## src/qte_pkg.sv

```systemverilog
`default_nettype none
package qte_pkg;

   localparam int QuatW        = 16;
   localparam int QuatFracBits = 14;
   localparam int ProdW        = 2 * QuatW;
   // Sums carry 2*QuatFracBits fraction bits plus sign and integer headroom.
   localparam int SumW         = 2 * QuatFracBits + 7;
   // The pitch sine magnitude is rescaled to 30 fraction bits.
   localparam int MagW         = 30;
   localparam int PitchUpShift = MagW - 2 * QuatFracBits;
   localparam int RadW         = 2 * MagW + 1;
   localparam int RootW        = MagW + 1;
   localparam int IsqrtStages  = (RadW + 1) / 2;

   localparam int NormW   = 30;
   localparam int NormTop = NormW - 1;
   localparam int PosW    = $clog2(SumW);
   localparam int XyW     = NormW + 3;
   localparam int AngW    = 32;
   localparam int AngOutW = 16;
   localparam int FineShift = 16;
   localparam int TableLen  = 24;

   localparam int CordicStepsDefault = 16;
   localparam int AtanFixedStages    = 5;
   localparam int FrontStages        = 3;
   localparam int QueueDepth         = 8;

   localparam int RollW  = 15;
   localparam int PitchW = 14;
   localparam int YawW   = 15;

   localparam logic signed [AngW-1:0]    Deg180Fine = 32'sd754974720;
   localparam logic signed [AngW-1:0]    RoundHalf  = 32'sd32768;
   localparam logic signed [AngOutW-1:0] Lim180     = 16'sd11520;
   localparam logic signed [AngOutW-1:0] Lim90      = 16'sd5760;

   typedef struct packed {
      logic signed [SumW-1:0] sin_roll;
      logic signed [SumW-1:0] cos_roll;
      logic signed [SumW-1:0] sin_yaw;
      logic signed [SumW-1:0] cos_yaw;
      logic [MagW-1:0]        pitch_mag;
      logic                   pitch_neg;
      logic                   pitch_clamped;
   } qte_item_type;

   // atan(2^-idx) in units of 2^-16 of 1/64 degree.
   function automatic logic signed [AngW-1:0] atan_fine(input int unsigned idx);
      logic signed [AngW-1:0] a;
      unique case (idx)
         0:  a = 32'sd188743680;
         1:  a = 32'sd111421900;
         2:  a = 32'sd58872272;
         3:  a = 32'sd29884485;
         4:  a = 32'sd15000234;
         5:  a = 32'sd7507429;
         6:  a = 32'sd3754631;
         7:  a = 32'sd1877430;
         8:  a = 32'sd938729;
         9:  a = 32'sd469366;
         10: a = 32'sd234683;
         11: a = 32'sd117342;
         12: a = 32'sd58671;
         13: a = 32'sd29335;
         14: a = 32'sd14668;
         15: a = 32'sd7334;
         16: a = 32'sd3667;
         17: a = 32'sd1833;
         18: a = 32'sd917;
         19: a = 32'sd458;
         20: a = 32'sd229;
         21: a = 32'sd115;
         22: a = 32'sd57;
         23: a = 32'sd29;
         default: a = '0;
      endcase
      return a;
   endfunction

endpackage
`default_nettype wire

```

## src/qte_queue.sv

```systemverilog
`default_nettype none
module qte_queue (
   input  wire logic          clock,
   input  wire logic          reset,
   input  wire logic          push,
   input  qte_pkg::qte_item_type push_item,
   output qte_pkg::qte_item_type pop_item,
   output logic               pop_valid,
   output logic               almost_full
);
   import qte_pkg::*;

   localparam int PtrW = $clog2(QueueDepth);
   localparam int CntW = $clog2(QueueDepth + 1);

   qte_item_type    entry_ff [QueueDepth];
   logic [PtrW-1:0] wr_ptr_ff, rd_ptr_ff;
   logic [CntW-1:0] count_ff, count_in;
   logic            pop;

   // The back part never stalls, so an entry leaves as soon as it is there.
   assign pop       = count_ff != '0;
   assign pop_valid = pop;
   assign pop_item  = entry_ff[rd_ptr_ff];

   // Leave room for the items still inside the front pipeline.
   assign almost_full = count_ff >= CntW'(QueueDepth - FrontStages);

   always_comb begin
      count_in = count_ff + CntW'(push) - CntW'(pop);
   end

   always_ff @(posedge clock) begin
      if (push) begin
         entry_ff[wr_ptr_ff] <= push_item;
      end
   end

   always_ff @(posedge clock) begin
      if (reset) begin
         wr_ptr_ff <= '0;
         rd_ptr_ff <= '0;
         count_ff  <= '0;
      end else begin
         if (push) begin
            wr_ptr_ff <= wr_ptr_ff + PtrW'(1);
         end
         if (pop) begin
            rd_ptr_ff <= rd_ptr_ff + PtrW'(1);
         end
         count_ff <= count_in;
      end
   end

endmodule
`default_nettype wire

```

## config.mk

```make
export PLATFORM = sky130hd
export DESIGN_NAME = qte_queue
export DESIGN_NICKNAME = d
export VERILOG_FILES = /design/src/qte_pkg.sv /design/src/qte_queue.sv
export SDC_FILE = /design/constraint.sdc
export NUM_CORES = 1
export LEC_CHECK = 0
export BUFFER_PORTS_ARGS = -buffer_cell sky130_fd_sc_hd__buf_4
export CORE_ASPECT_RATIO = 0.9
export CORE_MARGIN = 2
export CORE_UTILIZATION = 40
export DETAILED_ROUTE_END_ITERATION = 8
export PLACE_DENSITY = 0.69
export SYNTH_ARGS = -nofsm -noshare
export SYNTH_HDL_FRONTEND = slang
export SYNTH_SLANG_ARGS = --single-unit
```

## constraint.sdc

```tcl
create_clock -name clock -period 14.8 [get_ports clock]
set_input_delay 0.74 -clock clock [delete_from_list [all_inputs] [get_ports clock]]
set_output_delay 0.74 -clock clock [all_outputs]
set_load 0.01 [all_outputs]
```

==> results.tsv <==
metric	value	unit
CP Buf/Inv Count	4	
Reg2Reg Depth	4	
GRT Total Usage	16.6	%
Cells on Worst Hold Path	1	
final worst slack	8870	ps
final period utilization	40.0	%
Final min period	5930	ps
1st-pass router iterations	5	
total number of yosys warnings	0	
Area contributors post-synth	edfxtp_1, mux4_2, mux2_2	
grt ovf	0	
Worst Path Max Fanout	48	
Slew @ Worst Pin	1090	ps
post-CTS sizing	0	
Worst Hold Endpoint	entry_ff[5][96]	
RSZ-0062 raised after global routing	no	
Max VDD drop	129	uV
mean routed wirelength per cell	25.4	um
worst min-delay path class	input pin to register	
clk_skew	19.5	ps
dpl hpwl	60000	um
Setup Fix Bufs, Post-CTS	0	
Syn Area/Cell	25.3	sq um
first-pass GRT wire length	161000	um
commonest non-fill, non-tap cell in the layout	edfxtp_1	
clk slew on worst S/H paths	60	ps
Root Buffer	clkbuf_16	
# port buffers	348	
outcome	complete, no violations	
Routability Congestion	0.714	
final setup fails	0	
routed wire length	110000	um
Max clock buf depth	3	
clk sinks	1389	
placed insts	4062	
H-tree Lvls	4	
most frequent CP cell	buf_4	
post-layout util	47.3	%
post-synth top area share	79.2	%
Max-cap violations	0	
register area	41600	sq um
critical path's slowest cell	buf_4	
DRT iter0 DRCs	1888	
Seq/Total Area, Yosys	79.7	%
clk_lat worst skew	770	ps
Max transition margin	27.3	%
die area	133000	sq um
r2r startpoint	wr_ptr_ff[0]	
CP Capture Type	primary output	
Nets	2675	
Crit path arrival time	5190	ps
leading area contributor after synthesis	edfxtp_1	
core area	129000	sq um
cts hold-fix bufs	0	
Yosys reg bits	1389	
cell family with most CP delay	buffers and inverters	
final setup TNS	0	ps
Req. time, crit path	14060	ps
CP cell instances	buf_4 > buf_4 > buf_4 > mux4_2 > mux2_2 > buf_4	
Non-Filler Instances	4333	
pwr dens	164	nW/um^2
unique cell type count in the Yosys netlist	25	
Std-Cell Rows	125	
dpl ws	9460	ps
Final Hold Viols	0	
FMAX	0.169	GHz
worst reg2reg setup slack	11040	ps
Startpoint Class	register	
Syn Inst Count	2060	
Post-Syn Area	52200	sq um
commonest cells after routing, fill and taps aside	edfxtp_1, buf_4, mux4_2, mux2_2, clkbuf_16	
RR Endpoint	entry_ff[7][128]	
Crit path largest cell delay	890	ps
fill count	10300	
Vias per Instance	5.30	
syn_nets	2244	
CTS buffer count	141	
Die X	385	um
Starting Density	40.4	%
die span in y	347	um
share of cells above drive strength 1	42.2	%
Slew Viols, Final	0	
I/O pin cnt	349	
initial antenna violation count	21	
critical setup path kind	register to primary output	
vias in the first global route	24800	
Final ANT Viol Nets	0	
final routed DRC violation total	0	
multi-input combinational cell area	10100	sq um
Pleak	19.3	nW
Layout area overhead	17.3	%
CTS tree	built	
via count	23000	
hold_sp	push_item[96]	
largest net degree at the start of global routing	149	
## worst max-delay path by stage
stage | startpoint | endpoint | slack [ps] | cells after the start
after global placement | register | pop_item[120] | 9550 | 6
final | register | pop_item[128] | 8870 | 6
after detailed placement | register | pop_item[109] | 9460 | 6
after floorplan | push | entry_ff[0][0] | 1460 | 2
after global routing | register | pop_item[145] | 8320 | 6
after CTS | register | pop_item[128] | 8590 | 6
## sequential cells by signal (all words and copies together) (netlist names), named ones only
| signal | count |
|---|---|
| count_ff | 4 |
| rd_ptr_ff | 3 |
| wr_ptr_ff | 3 |
| entry_ff | 1376 |
## power breakdown
group	leakage (nW)	internal (W)	switching, W
combinational	4.50	0.00115	0.000997
clock	2.15	0.00193	0.00145
sequential	12.6	0.00444	0.0000892
## cells in the mapped netlist
cell type     n
a21oi_1       3
a31o_2        1
buf_1         1
buf_2        39
buf_6        19
clkbuf_1     37
dfxtp_1      13
edfxtp_1   1376
fa_1          1
ha_1          8
inv_1         9
mux2_2      172
mux2i_1       2
mux4_2      344
nand2_1       4
nand2b_1      4
nand3_1       1
nor2_1       15
nor2b_1       1
nor3_1        2
nor3b_1       1
o21ai_0       2
or3_1         1
xnor2_1       1
xor2_1        3
## worst register-to-register path, cell delays in order, from the launching register on
cell and delay (ps):
dfxtp_1 500, nand2_1 220, nor2_4 790, buf_4 880
buf_4 940
## cell families (layout without fill, tap and decap cells)
kind of cell / count (synthesis) / count (layout) / share of synthesized area, %
xor gates and xnor gates: 4 / 4 / 0.0671
other: 0 / 10 / 0
buffers and inverters: 105 / 654 / 1.12
and+or+nand+nor: 29 / 29 / 0.252
AOI/OAI and AO/OA: 6 / 6 / 0.0647
DFF: 1389 / 1389 / 79.7
adders and majority gates: 9 / 9 / 0.230
muxes: 518 / 518 / 18.6
## metal layers
metal	vias to the layer above	wire length, um	track usage, %	part of all wire [%]
li1	9755	-	-	-
met3	191	9260	5.70	8.4
met4	28	2310	5.24	2.1
met1	12300	42800	20.2	39
met5	-	176	0	0.16
met2	695	55500	27.7	50
## area by class of cell
class                   count  area share [%]
flip-flops and latches   1389            67.9
multi-input cells         566            16.5
clock buffers             183            6.19
repair buffers            384            4.79
well taps                1714            3.50
clock inverters            78            1.03
inverters                   9          0.0552
diodes                     10          0.0409
## per-stage QoR
stage | hold slack (ps) | total power (W) | cell area [sq um]
after global placement | 459 | 0.00676 | 56800
after CTS | 105 | 0.0102 | 61200
after floorplan | 460 | 0.00600 | 52200
final | 187 | 0.0101 | 61200
after detailed placement | 501 | 0.00681 | 56800
after global routing | 142 | 0.0105 | 61200
(Power assumes the default switching activity.)
